[config.mk]
export PLATFORM = sky130hd
export DESIGN_NAME = accel_step_detector_unit
export DESIGN_NICKNAME = d
export VERILOG_FILES = /design/src/rtl/core/asd_pkg.sv /design/src/rtl/core/asd_sqsum.sv /design/src/rtl/core/asd_isqrt.sv /design/src/rtl/core/accel_step_detector_unit.sv
export SDC_FILE = /design/constraint.sdc
export NUM_CORES = 2
export LEC_CHECK = 0
export ABC_AREA = 1
export BUFFER_PORTS_ARGS = -buffer_cell sky130_fd_sc_hd__buf_2
export CAP_MARGIN = 25
export CORE_UTILIZATION = 56
export CTS_BUF_LIST = sky130_fd_sc_hd__clkbuf_8
export CTS_CLUSTER_DIAMETER = 50
export DETAILED_ROUTE_END_ITERATION = 10
export GPL_TIMING_DRIVEN = 0
export PLACE_DENSITY = 0.73
export SYNTH_ARGS = -nofsm -noshare
export SYNTH_HDL_FRONTEND = slang
export SYNTH_SLANG_ARGS = --single-unit
[constraint.sdc]
create_clock -name clock -period 9.9 [get_ports clock]
set_input_delay 0.495 -clock clock [delete_from_list [all_inputs] [get_ports clock]]
set_output_delay 0.495 -clock clock [all_outputs]
set_load 0.02 [all_outputs]
[src/rtl/core/asd_pkg.sv]
// Shared constants, register codes and reset values for the step detector.
package asd_pkg;

   // Fixed-point scaling of the acceleration inputs (Q4.FRAC_BITS g)
   localparam int unsigned FRAC_BITS = 11;
   localparam int unsigned ONE_G     = 1 << FRAC_BITS;

   // Field widths
   localparam int unsigned ACCEL_W   = 16;
   localparam int unsigned TIME_W    = 32;
   localparam int unsigned MAG_W     = 17;
   localparam int unsigned ROOT_W    = 16;
   localparam int unsigned SUM_W     = 32;
   localparam int unsigned COUNT_W   = 32;
   localparam int unsigned OFFSET_W  = 12;
   localparam int unsigned INTV_W    = 16;
   localparam int unsigned CSR_IDX_W = 1;
   localparam int unsigned CSR_DAT_W = 16;

   // Packed stream widths (whole bytes)
   localparam int unsigned REQ_DATA_W = 80;
   localparam int unsigned RSP_DATA_W = 56;

   // Configuration register indexes
   localparam logic [CSR_IDX_W-1:0] REG_THRESHOLD_OFFSET     = 1'd0;
   localparam logic [CSR_IDX_W-1:0] REG_MIN_STEP_INTERVAL_MS = 1'd1;

   // Reset values: 0.1 g offset, 1.2 g and 0.8 g peak seeds, 200 ms interval
   localparam logic [OFFSET_W-1:0] OFFSET_RESET   = OFFSET_W'((ONE_G + 5) / 10);
   localparam logic [MAG_W-1:0]    HIGH_RESET     = MAG_W'((12 * ONE_G + 5) / 10);
   localparam logic [MAG_W-1:0]    LOW_RESET      = MAG_W'((8 * ONE_G + 5) / 10);
   localparam logic [INTV_W-1:0]   INTERVAL_RESET = INTV_W'(200);

   // Square root start weight: highest even power of two in the radicand
   localparam logic [SUM_W-1:0] ROOT_BIT_INIT = SUM_W'(1) << (SUM_W - 2);

endpackage

[src/rtl/core/asd_sqsum.sv]
// Sum of squares of three axes through one shared multiplier, one axis a cycle.
module asd_sqsum (
   input  logic                                 clock,
   input  logic                                 reset,
   input  logic                                 start,
   input  logic signed [asd_pkg::ACCEL_W-1:0]   accel_x,
   input  logic signed [asd_pkg::ACCEL_W-1:0]   accel_y,
   input  logic signed [asd_pkg::ACCEL_W-1:0]   accel_z,
   output logic                                 done,
   output logic        [asd_pkg::SUM_W-1:0]     sum
);

   localparam int unsigned OP_W = asd_pkg::ACCEL_W + 1;

   // Magnitude of a signed axis value; -32768 needs the extra bit
   function automatic logic [OP_W-1:0] abs_val(input logic signed [asd_pkg::ACCEL_W-1:0] v);
      logic [OP_W-1:0] ext;
      ext = {v[asd_pkg::ACCEL_W-1], v};
      return v[asd_pkg::ACCEL_W-1] ? (OP_W'(0) - ext) : ext;
   endfunction

   logic [OP_W-1:0]             op0_ff, op0_in, op1_ff, op1_in, op2_ff, op2_in;
   logic [1:0]                  cnt_ff, cnt_in;
   logic                        busy_ff, busy_in;
   logic                        pv_ff, pv_in;
   logic                        done_ff, done_in;
   logic [asd_pkg::SUM_W-1:0]   prod_ff, prod_in;
   logic [asd_pkg::SUM_W-1:0]   acc_ff, acc_in;
   logic [2*OP_W-1:0]           sq_full;

   // The one multiplier: squares the operand at the head of the shift line
   assign sq_full = op0_ff * op0_ff;

   // Sequencer: three products, each accumulated in the cycle after it is registered
   always_comb begin
      op0_in  = op0_ff;
      op1_in  = op1_ff;
      op2_in  = op2_ff;
      cnt_in  = cnt_ff;
      busy_in = busy_ff;
      pv_in   = 1'b0;
      prod_in = prod_ff;
      acc_in  = acc_ff;
      done_in = 1'b0;
      if (start) begin
         op0_in  = abs_val(accel_x);
         op1_in  = abs_val(accel_y);
         op2_in  = abs_val(accel_z);
         acc_in  = '0;
         cnt_in  = 2'd0;
         busy_in = 1'b1;
      end else if (busy_ff) begin
         if (pv_ff) begin
            acc_in = acc_ff + prod_ff;
         end
         if (cnt_ff != 2'd3) begin
            // square is at most 2^30, so the low bits hold it exactly
            prod_in = sq_full[asd_pkg::SUM_W-1:0];
            pv_in   = 1'b1;
            op0_in  = op1_ff;
            op1_in  = op2_ff;
            cnt_in  = cnt_ff + 2'd1;
         end else begin
            busy_in = 1'b0;
            done_in = 1'b1;
         end
      end
   end

   // Control state
   always_ff @(posedge clock) begin
      if (reset) begin
         cnt_ff  <= 2'd0;
         busy_ff <= 1'b0;
         pv_ff   <= 1'b0;
         done_ff <= 1'b0;
      end else begin
         cnt_ff  <= cnt_in;
         busy_ff <= busy_in;
         pv_ff   <= pv_in;
         done_ff <= done_in;
      end
   end

   // Datapath
   always_ff @(posedge clock) begin
      op0_ff  <= op0_in;
      op1_ff  <= op1_in;
      op2_ff  <= op2_in;
      prod_ff <= prod_in;
      acc_ff  <= acc_in;
   end

   assign done = done_ff;
   assign sum  = acc_ff;

endmodule

[src/rtl/core/asd_isqrt.sv]
// Floored integer square root, two radicand bits per cycle.
module asd_isqrt (
   input  logic                           clock,
   input  logic                           reset,
   input  logic                           start,
   input  logic [asd_pkg::SUM_W-1:0]      radicand,
   output logic                           done,
   output logic [asd_pkg::ROOT_W-1:0]     root
);

   logic [asd_pkg::SUM_W-1:0] rem_ff, rem_in;
   logic [asd_pkg::SUM_W-1:0] res_ff, res_in;
   logic [asd_pkg::SUM_W-1:0] bit_ff, bit_in;
   logic [asd_pkg::SUM_W-1:0] trial;
   logic                      busy_ff, busy_in;
   logic                      done_ff, done_in;

   // Shared add/compare/subtract unit
   assign trial = res_ff + bit_ff;

   // One digit per cycle; the last step is the one with weight 1
   always_comb begin
      rem_in  = rem_ff;
      res_in  = res_ff;
      bit_in  = bit_ff;
      busy_in = busy_ff;
      done_in = 1'b0;
      if (start) begin
         rem_in  = radicand;
         res_in  = '0;
         bit_in  = asd_pkg::ROOT_BIT_INIT;
         busy_in = 1'b1;
      end else if (busy_ff) begin
         if (rem_ff >= trial) begin
            rem_in = rem_ff - trial;
            res_in = (res_ff >> 1) + bit_ff;
         end else begin
            res_in = res_ff >> 1;
         end
         bit_in = bit_ff >> 2;
         if (bit_ff[0]) begin
            busy_in = 1'b0;
            done_in = 1'b1;
         end
      end
   end

   // Control state
   always_ff @(posedge clock) begin
      if (reset) begin
         busy_ff <= 1'b0;
         done_ff <= 1'b0;
      end else begin
         busy_ff <= busy_in;
         done_ff <= done_in;
      end
   end

   // Datapath
   always_ff @(posedge clock) begin
      rem_ff <= rem_in;
      res_ff <= res_in;
      bit_ff <= bit_in;
   end

   assign done = done_ff;
   // root of a 32-bit value fits 16 bits
   assign root = res_ff[asd_pkg::ROOT_W-1:0];

endmodule

[src/rtl/core/accel_step_detector_unit.sv]
// Step detector top level: sequencer, filter, peak tracking and step decision.
//
// Each sample passes from acceptance to result through the shared
// multiply-accumulate for x*x + y*y + z*z, a registered hand-off of the sum
// to the square root unit, the two-bits-per-cycle square root unit, then
// the filter, the peak update and the step decision. req_tready is high
// only while the sequencer is idle, so a new sample is not accepted until
// the previous one has left the step decision. The result sits in an
// output register, so the next sample is accepted while a result still
// waits; if it is not taken by the time the next decision is due, the
// sequencer holds at that step. Write the configuration registers only
// while no sample is in flight.
module accel_step_detector_unit (
   input  logic                                clock,
   input  logic                                reset,
   // request stream
   input  logic                                req_tvalid,
   output logic                                req_tready,
   // [15:0] accel_x, [31:16] accel_y, [47:32] accel_z, [79:48] now_ms
   input  logic [asd_pkg::REQ_DATA_W-1:0]      req_tdata,
   // response stream
   output logic                                rsp_tvalid,
   input  logic                                rsp_tready,
   // [0] step_detected, [32:1] step_total, [49:33] filtered_magnitude, rest 0
   output logic [asd_pkg::RSP_DATA_W-1:0]      rsp_tdata,
   // configuration write port
   input  logic                                csr_wen,
   input  logic [asd_pkg::CSR_IDX_W-1:0]       csr_index,
   input  logic [asd_pkg::CSR_DAT_W-1:0]       csr_wdata
);

   typedef enum logic [2:0] {
      ST_IDLE,
      ST_SOS,
      ST_ROOT,
      ST_PEAK,
      ST_DECIDE
   } state_type;

   localparam int unsigned FSUM_W = asd_pkg::MAG_W + 2;
   localparam int unsigned THR_W  = asd_pkg::MAG_W + 1;

   state_type                        state_ff, state_in;
   logic [asd_pkg::TIME_W-1:0]       now_ff, now_in;
   logic [asd_pkg::MAG_W-1:0]        filt_ff, filt_in;
   logic [asd_pkg::MAG_W-1:0]        high_ff, high_in;
   logic [asd_pkg::MAG_W-1:0]        low_ff, low_in;
   logic [asd_pkg::TIME_W-1:0]       last_ff, last_in;
   logic [asd_pkg::COUNT_W-1:0]      count_ff, count_in;
   logic                             gap_ok_ff, gap_ok_in;
   logic [asd_pkg::OFFSET_W-1:0]     thr_off_ff, thr_off_in;
   logic [asd_pkg::INTV_W-1:0]       interval_ff, interval_in;
   logic                             rsp_valid_ff, rsp_valid_in;
   logic                             rsp_step_ff, rsp_step_in;
   logic [asd_pkg::COUNT_W-1:0]      rsp_total_ff, rsp_total_in;
   logic [asd_pkg::MAG_W-1:0]        rsp_filt_ff, rsp_filt_in;

   logic                             req_acc;
   logic                             sos_done;
   logic [asd_pkg::SUM_W-1:0]        sos_sum;
   logic                             root_done;
   logic [asd_pkg::ROOT_W-1:0]       root;
   logic [FSUM_W-1:0]                filt_sum;
   logic [THR_W-1:0]                 peak_sum;
   logic [THR_W-1:0]                 thr;
   logic [asd_pkg::TIME_W-1:0]       gap;
   logic                             step;

   assign req_tready = (state_ff == ST_IDLE);
   assign req_acc    = req_tvalid && req_tready;

   // Shared multiplier: sum of squares
   asd_sqsum u_sqsum (
      .clock   (clock),
      .reset   (reset),
      .start   (req_acc),
      .accel_x (req_tdata[15:0]),
      .accel_y (req_tdata[31:16]),
      .accel_z (req_tdata[47:32]),
      .done    (sos_done),
      .sum     (sos_sum)
   );

   // Iterative root, started as soon as the sum is ready
   asd_isqrt u_isqrt (
      .clock    (clock),
      .reset    (reset),
      .start    (sos_done),
      .radicand (sos_sum),
      .done     (root_done),
      .root     (root)
   );

   // Filter (old + 3*new) / 4, threshold and interval arithmetic
   assign filt_sum = {2'b00, filt_ff} + {2'b00, root, 1'b0} + {3'b000, root};
   assign peak_sum = {1'b0, high_ff} + {1'b0, low_ff};
   assign thr      = {1'b0, peak_sum[THR_W-1:1]} + {6'b000000, thr_off_ff};
   assign gap      = now_ff - last_ff;
   assign step     = ({1'b0, filt_ff} > thr) && gap_ok_ff;

   // Sequencer and tracking state
   always_comb begin
      state_in     = state_ff;
      now_in       = now_ff;
      filt_in      = filt_ff;
      high_in      = high_ff;
      low_in       = low_ff;
      last_in      = last_ff;
      count_in     = count_ff;
      gap_ok_in    = gap_ok_ff;
      thr_off_in   = thr_off_ff;
      interval_in  = interval_ff;
      rsp_valid_in = rsp_valid_ff;
      rsp_step_in  = rsp_step_ff;
      rsp_total_in = rsp_total_ff;
      rsp_filt_in  = rsp_filt_ff;

      if (rsp_valid_ff && rsp_tready) begin
         rsp_valid_in = 1'b0;
      end

      case (state_ff)
         ST_IDLE: begin
            if (req_acc) begin
               now_in   = req_tdata[79:48];
               state_in = ST_SOS;
            end
         end
         ST_SOS: begin
            if (sos_done) begin
               state_in = ST_ROOT;
            end
         end
         ST_ROOT: begin
            if (root_done) begin
               filt_in  = filt_sum[FSUM_W-1:2];
               state_in = ST_PEAK;
            end
         end
         ST_PEAK: begin
            if (filt_ff > high_ff) begin
               high_in = filt_ff;
            end
            if (filt_ff < low_ff) begin
               low_in = filt_ff;
            end
            gap_ok_in = gap > {16'h0000, interval_ff};
            state_in  = ST_DECIDE;
         end
         ST_DECIDE: begin
            // wait for the output register to be free
            if (!rsp_valid_ff || rsp_tready) begin
               if (step) begin
                  count_in = count_ff + 32'd1;
                  last_in  = now_ff;
                  high_in  = filt_ff;
                  low_in   = filt_ff;
               end
               rsp_valid_in = 1'b1;
               rsp_step_in  = step;
               rsp_total_in = step ? (count_ff + 32'd1) : count_ff;
               rsp_filt_in  = filt_ff;
               state_in     = ST_IDLE;
            end
         end
         default: begin
            state_in = ST_IDLE;
         end
      endcase

      // Configuration writes
      if (csr_wen) begin
         case (csr_index)
            asd_pkg::REG_THRESHOLD_OFFSET:     thr_off_in  = csr_wdata[asd_pkg::OFFSET_W-1:0];
            asd_pkg::REG_MIN_STEP_INTERVAL_MS: interval_in = csr_wdata;
            default: begin
            end
         endcase
      end
   end

   // State with reset values
   always_ff @(posedge clock) begin
      if (reset) begin
         state_ff     <= ST_IDLE;
         filt_ff      <= '0;
         high_ff      <= asd_pkg::HIGH_RESET;
         low_ff       <= asd_pkg::LOW_RESET;
         last_ff      <= '0;
         count_ff     <= '0;
         thr_off_ff   <= asd_pkg::OFFSET_RESET;
         interval_ff  <= asd_pkg::INTERVAL_RESET;
         rsp_valid_ff <= 1'b0;
      end else begin
         state_ff     <= state_in;
         filt_ff      <= filt_in;
         high_ff      <= high_in;
         low_ff       <= low_in;
         last_ff      <= last_in;
         count_ff     <= count_in;
         thr_off_ff   <= thr_off_in;
         interval_ff  <= interval_in;
         rsp_valid_ff <= rsp_valid_in;
      end
   end

   // Payload registers
   always_ff @(posedge clock) begin
      now_ff       <= now_in;
      gap_ok_ff    <= gap_ok_in;
      rsp_step_ff  <= rsp_step_in;
      rsp_total_ff <= rsp_total_in;
      rsp_filt_ff  <= rsp_filt_in;
   end

   assign rsp_tvalid = rsp_valid_ff;
   assign rsp_tdata  = {6'b000000, rsp_filt_ff, rsp_total_ff, rsp_step_ff};

endmodule

==> Word-level counts from Yosys, hierarchy flattened <==
Index checks and enable logic that the tools add are counted.
{ "classes": {"n_addsub": 14, "mul": 1, "magnitude_cmp": 5, "eq_ne": 12, "muxes": 36, "bitwise": 4, "n_reduce_logical": 28} }
{ "ops": {"columns": ["cell", "n"], "rows": [
  ["$mux 17", 12],
  ["$mux 32", 5],
  ["$pmux 17 s2", 2],
  ["$sub 32x32->32", 2],
  ["$sub 1x16->17 const A", 3],
  ["$add 17x17->18", 2],
  ["$add 31x31->32", 1],
  ["$add 32x1->32 const B", 1],
  ["$add 32x31->32", 1],
  ["$add 32x32->32", 1],
  ["$ge 32x32->1", 1],
  ["$gt 32x16->1", 1],
  ["$mul 17x17->32", 1],
  ["$add 18x16->19", 1],
  ["$add 17x12->18", 1],
  ["$gt 17x18->1", 1],
  ["$reduce_and 2->1", 9],
  ["$gt 17x17->1", 1],
  ["$lt 17x17->1", 1],
  ["$mux 15", 1],
  ["$pmux 3 s5", 1],
  ["$mux 3", 4],
  ["$reduce_and 4->1", 3],
  ["$mux 1", 11],
  ["15 further kinds", 33]
]} }
{ "word_totals": {"ff_bits": 432, "input_bits": 102, "out_inout_bits": 58, "wordCells": 129} }

==> Depth between registers and ports, before layout <==
{ "depth": {"ltp_word": 7, "ltp_mapped": 32, "ltp_nobuf": 31} }

==> Hierarchy <==
A second synthesis with hierarchy kept.
{ "hier_totals": {"hier_cells": 5514, "hier_area_um2": 39858.2} }
{ "by_module_without_submodules": {"columns": ["module", "instances", "cells_per_inst", "area_per_inst_um2", "seq_area_each_um2"], "rows": [
  ["asd_sqsum", 1, 1996, 15616.2, 3203.1],
  ["accel_step_detector_unit", 1, 2062, 15509.9, 5435.2],
  ["asd_isqrt", 1, 1456, 8732.1, 1961.9]
]} }

==> Worst setup path after synthesis <==
Ideal clock, no wire load.
{ "synth_path": {"path_type": "reg2reg", "startpoint": "register u_isqrt.res_ff[0] (netlist name)", "endpoint": "register u_isqrt.rem_ff[0] (netlist name) (enable)", "setup_time_ns": 0.466, "t_arrival_ns": 5.572, "required_ns": 9.434, "setup_slack_ns": 3.862, "path_stages_with_launch": 23, "path_buffers": 0, "synth_period_minus_slack_ns": 6.038, "path_cell_list": "dfxtp_1 -> ha_1 -> ha_1 -> nand2_1 -> a21oi_1 -> nand2_1 -> a21oi_1 -> nand3_1 -> a21oi_1 -> nand2_1 -> a21oi_1 -> nand2_1 -> nand2_1 -> xnor2_1 -> ha_1 -> nand2_1 -> nor2_1 -> inv_1 -> nor4_1 -> nand2_1 -> nand3_2 -> inv_2 -> o21ai_0"} }
{ "synth_via": {"elab_chain_len": 4} }
{ "synth_rtl": {"columns": ["element", "line", "source"], "rows": [
  ["start, declared", "asd_isqrt.sv:12", "logic [asd_pkg::SUM_W-1:0] res_ff, res_in;"],
  ["start signal, assigned", "asd_isqrt.sv:62", "res_ff <= res_in;"],
  ["$add 32x31->32", "asd_isqrt.sv:19", "assign trial = res_ff + bit_ff;"],
  ["$ge 32x32->1", "asd_isqrt.sv:34", "if (rem_ff >= trial) begin"],
  ["$reduce_bool 2->1 (no line)", null, null],
  ["$reduce_and 2->1 (no line)", null, null],
  ["end signal, assigned", "asd_isqrt.sv:61", "rem_ff <= rem_in;"],
  ["end, declared", "asd_isqrt.sv:11", "logic [asd_pkg::SUM_W-1:0] rem_ff, rem_in;"]
]} }
Every way passes these cells.
A chain may end at the register's enable or synchronous reset.

==> Final worst setup path <==
{ "layout_path": {"startpoint": "register u_sqsum.op0_ff[10]", "endpoint": "register u_sqsum.prod_ff[28] (netlist name), data pin"} }
{ "layout_via": {"elab_chain_len": 1} }
{ "layout_rtl": {"columns": ["element", "line", "source"], "rows": [
  ["start, declared", "asd_sqsum.sv:22", "logic [OP_W-1:0] op0_ff, op0_in, op1_ff, op1_in, op2_ff, op2_in;"],
  ["start signal, assigned", "asd_sqsum.sv:87", "op0_ff <= op0_in;"],
  ["$mul 17x17->32", "asd_sqsum.sv:32", "assign sq_full = op0_ff * op0_ff;"],
  ["named net u_sqsum.sq_full[28]", "asd_sqsum.sv:29", "logic [2*OP_W-1:0] sq_full;"],
  ["end signal, assigned", "asd_sqsum.sv:90", "prod_ff <= prod_in;"],
  ["end, declared", "asd_sqsum.sv:27", "logic [asd_pkg::SUM_W-1:0] prod_ff, prod_in;"]
]} }
The timed path passes the listed nets, and every way through them passes these cells.

==> reports/results.txt <==
RePlAce Congestion: 0.970
Hold Fails Final Rpt: 0
core box area: 0.0674 mm²
post-route ant nets: 0
postcts setup bufs: 0
Top Metal Used: met4
Seq/Total Area, Yosys: 27.7%
worst path arrival time: 7.59 ns
share of layout cells above drive strength 1: 6.77%
clk_skew: 0.0440 ns
DIE AREA: 0.0694 mm²
Max-slew headroom: 31.5%
global route overflow: 0
synth unique cells: 57
first-pass GRT wire length: 172 mm
Worst-Skew Late Latency: 0.69 ns
Tcrit/Tclk final: 72.6%
# IOs: 160
Syn Inst Count: 5,107
maximum clock path buffer count: 3
gr usage total: 30.9%
DRC viols: 0
Cell Area, Synth: 0.0383 mm²
Fillers: 6,191
initial antenna violation count: 2
number of clock sinks: 431
Min-Delay Path Class: primary input to flip-flop
Yosys top cell by area: edfxtp_1
vias in the first global route: 33,100
max-slew violation count: 0
setup TNS: 0 ns
area added between synthesis and finish: 10.4%
Initial Util: 56.8%
required time worst endpoint: 10.31 ns
Die W: 263 µm
Port Buf Inserts: 151
Num CTS Buffers: 82
Worst setup SP type: flip-flop
post-detail-place hpwl: 86.9 mm
register bit total from synthesis: 431
FMAX: 0.139 GHz
top cells by count, synth: nand2_1 (1,160), inv_1 (957), ha_1 (345)
EDFF count, synth: 197
Post-synth top flop: dfxtp_1
Metal-1 WL: 45.3 mm
Iteration-0 DRC Markers: 2,565
most common cell in the netlist: nand2_1
vias: 34,200
R2R depth: 22
max-cap violation count: 0
CTS-repair resized insts: 0
met2 wire length: 52.7 mm
Setup-failing EPs final: 0
Pre-antenna DRT Iters: 5
CP max FO: 10
Nets: 6,041
Syn Area/Cell: 7.50 µm²
largest net degree at the start of global routing: 35
CP endpoint kind: flip-flop
H-tree levels: 3
Slew @ Worst Pin: 1.03 ns
YS warnings: 0
RSZ-0062 raised after global routing: false
status: completed
number of vias per cell: 5.41
clock-pin slew on the worst setup and hold paths: 0.06 ns
Die H: 263 µm
Rows: 95
TritonCTS clock tree: done
crit path time final: 7.19 ns
WHS Path Cells: 1
Routed WL per cell: 16.9 µm
Synth top area share: 15.5%
aggregate routed wire length: 107 mm
dominant cells by area after synthesis: edfxtp_1 (15%), dfxtp_1 (12%), nand2_1 (11%)
Async SR Flop Fraction: 0%
CP Class: flip-flop to flip-flop
DR WL met3: 5.44 mm
CTS root buf: clkbuf_8
## placed cells by master, fill, tap and decap left out, types with 17 or more instances in the layout
cell,count
xnor2_1,72
dlygate4sd3_1,28
inv_1,981
o22ai_1,17
clkbuf_8,88
nor2_1,322
ha_1,345
nand3_1,255
xor2_1,152
fa_1,214
nor4_1,24
a21oi_1,338
o211ai_1,24
o21bai_1,51
clkbuf_1,99
nand2_1,1159
nand4_1,51
nor3_1,63
a31oi_1,22
edfxtp_1,197
a21o_1,24
o21ai_0,292
dfxtp_1,234
or2_2,21
buf_2,168
## worst paths after layout
check                          startpoint                       endpoint  slack (ns)
max          u_sqsum.op0_ff[10]$_DFFE_PP_  u_sqsum.prod_ff[28]$_DFFE_PP_        2.71
min                         req_tdata[48]            now_ff[0]$_DFFE_PP_        0.04
max reg2reg  u_sqsum.op0_ff[10]$_DFFE_PP_  u_sqsum.prod_ff[28]$_DFFE_PP_        2.71
min reg2reg    u_sqsum.busy_ff$_SDFF_PP0_        u_sqsum.done$_SDFF_PP0_        0.45
## metrics by stage
stage               hold slack (ns)  instances  setup slack [ns]  utilization [%]  instance area, µm²
floorplan                     0.424       5113              3.86                -               38300
global placement              0.442       6137              1.61             59.6               40100
detailed placement            0.447       6141              2.88             59.7               40300
CTS                        0.000534       6322              2.77             62.7               42200
global route                 0.0119       6323              2.32             62.7               42200
finish                       0.0355       6323              2.71             62.7               42200
## final cells by class
| type | count | area, µm² | area share (%) |
|---|---|---|---|
| antenna | 1 | 2.50 | 0.00592 |
| buffer | 139 | 631 | 1.49 |
| clock buffer | 88 | 1210 | 2.87 |
| clock inverter | 65 | 503 | 1.19 |
| inverter | 965 | 3620 | 8.57 |
| multi-input combinational | 3578 | 23500 | 55.5 |
| sequential | 431 | 10600 | 25.1 |
| tap | 873 | 1090 | 2.59 |
| timing repair buffer | 183 | 1120 | 2.66 |
## state kept, by name, indices dropped and copies added (netlist names), 31 cells and up
| register | flops |
|---|---|
| count_ff | 32 |
| last_ff | 32 |
| now_ff | 32 |
| rsp_total_ff | 32 |
| u_isqrt.rem_ff | 32 |
| u_isqrt.res_ff | 32 |
| u_sqsum.prod_ff | 31 |
| u_sqsum.sum | 32 |
## routing by layer
| layer | vias up | GRT usage [%] |
|---|---|---|
| met5 | - | 0 |
| met4 | 0 | 11.2 |
| met3 | 217 | 3.85 |
| met2 | 986 | 54.5 |
| met1 | 16000 | 38.6 |
| li1 | 17000 | - |
## cells by family after synthesis
kind of cell             synth area share [%]
AO/OA/AOI/OAI                            12.6
XOR/XNOR                                 5.13
adder cells (fa/ha/maj)                  22.5
buffers and inverters                    11.1
flip-flops                               27.7
other                                 0.00980
AND/OR/NAND/NOR                          21.0
## timing repair
item | 4_1_cts | 5_1_grt
hold buffers | 28 | 0
endpoints found under the hold margin | 28 | 0
setup endpoints to repair | 0 | 0
## worst max-delay path, cell delays in order, from the launching register on
cell	delay [ns]
edfxtp_1	0.52
clkbuf_1	0.47
clkbuf_1	0.57
nand2_1	0.11
inv_1	0.11
fa_1	0.39
inv_1	0.13
fa_1	0.46
fa_1	0.56
inv_1	0.05
fa_1	0.49
fa_1	0.50
inv_1	0.06
fa_1	0.56
inv_1	0.06
ha_1	0.37
nand2_1	0.13
nor4_1	0.59
nand4_1	0.16
nand3_1	0.20
a21o_1	0.17
a21oi_1	0.08
xor2_1	0.14
Power is not shown: default switching activity piles up to over one toggle a cycle in this logic, so the estimate is an artifact.
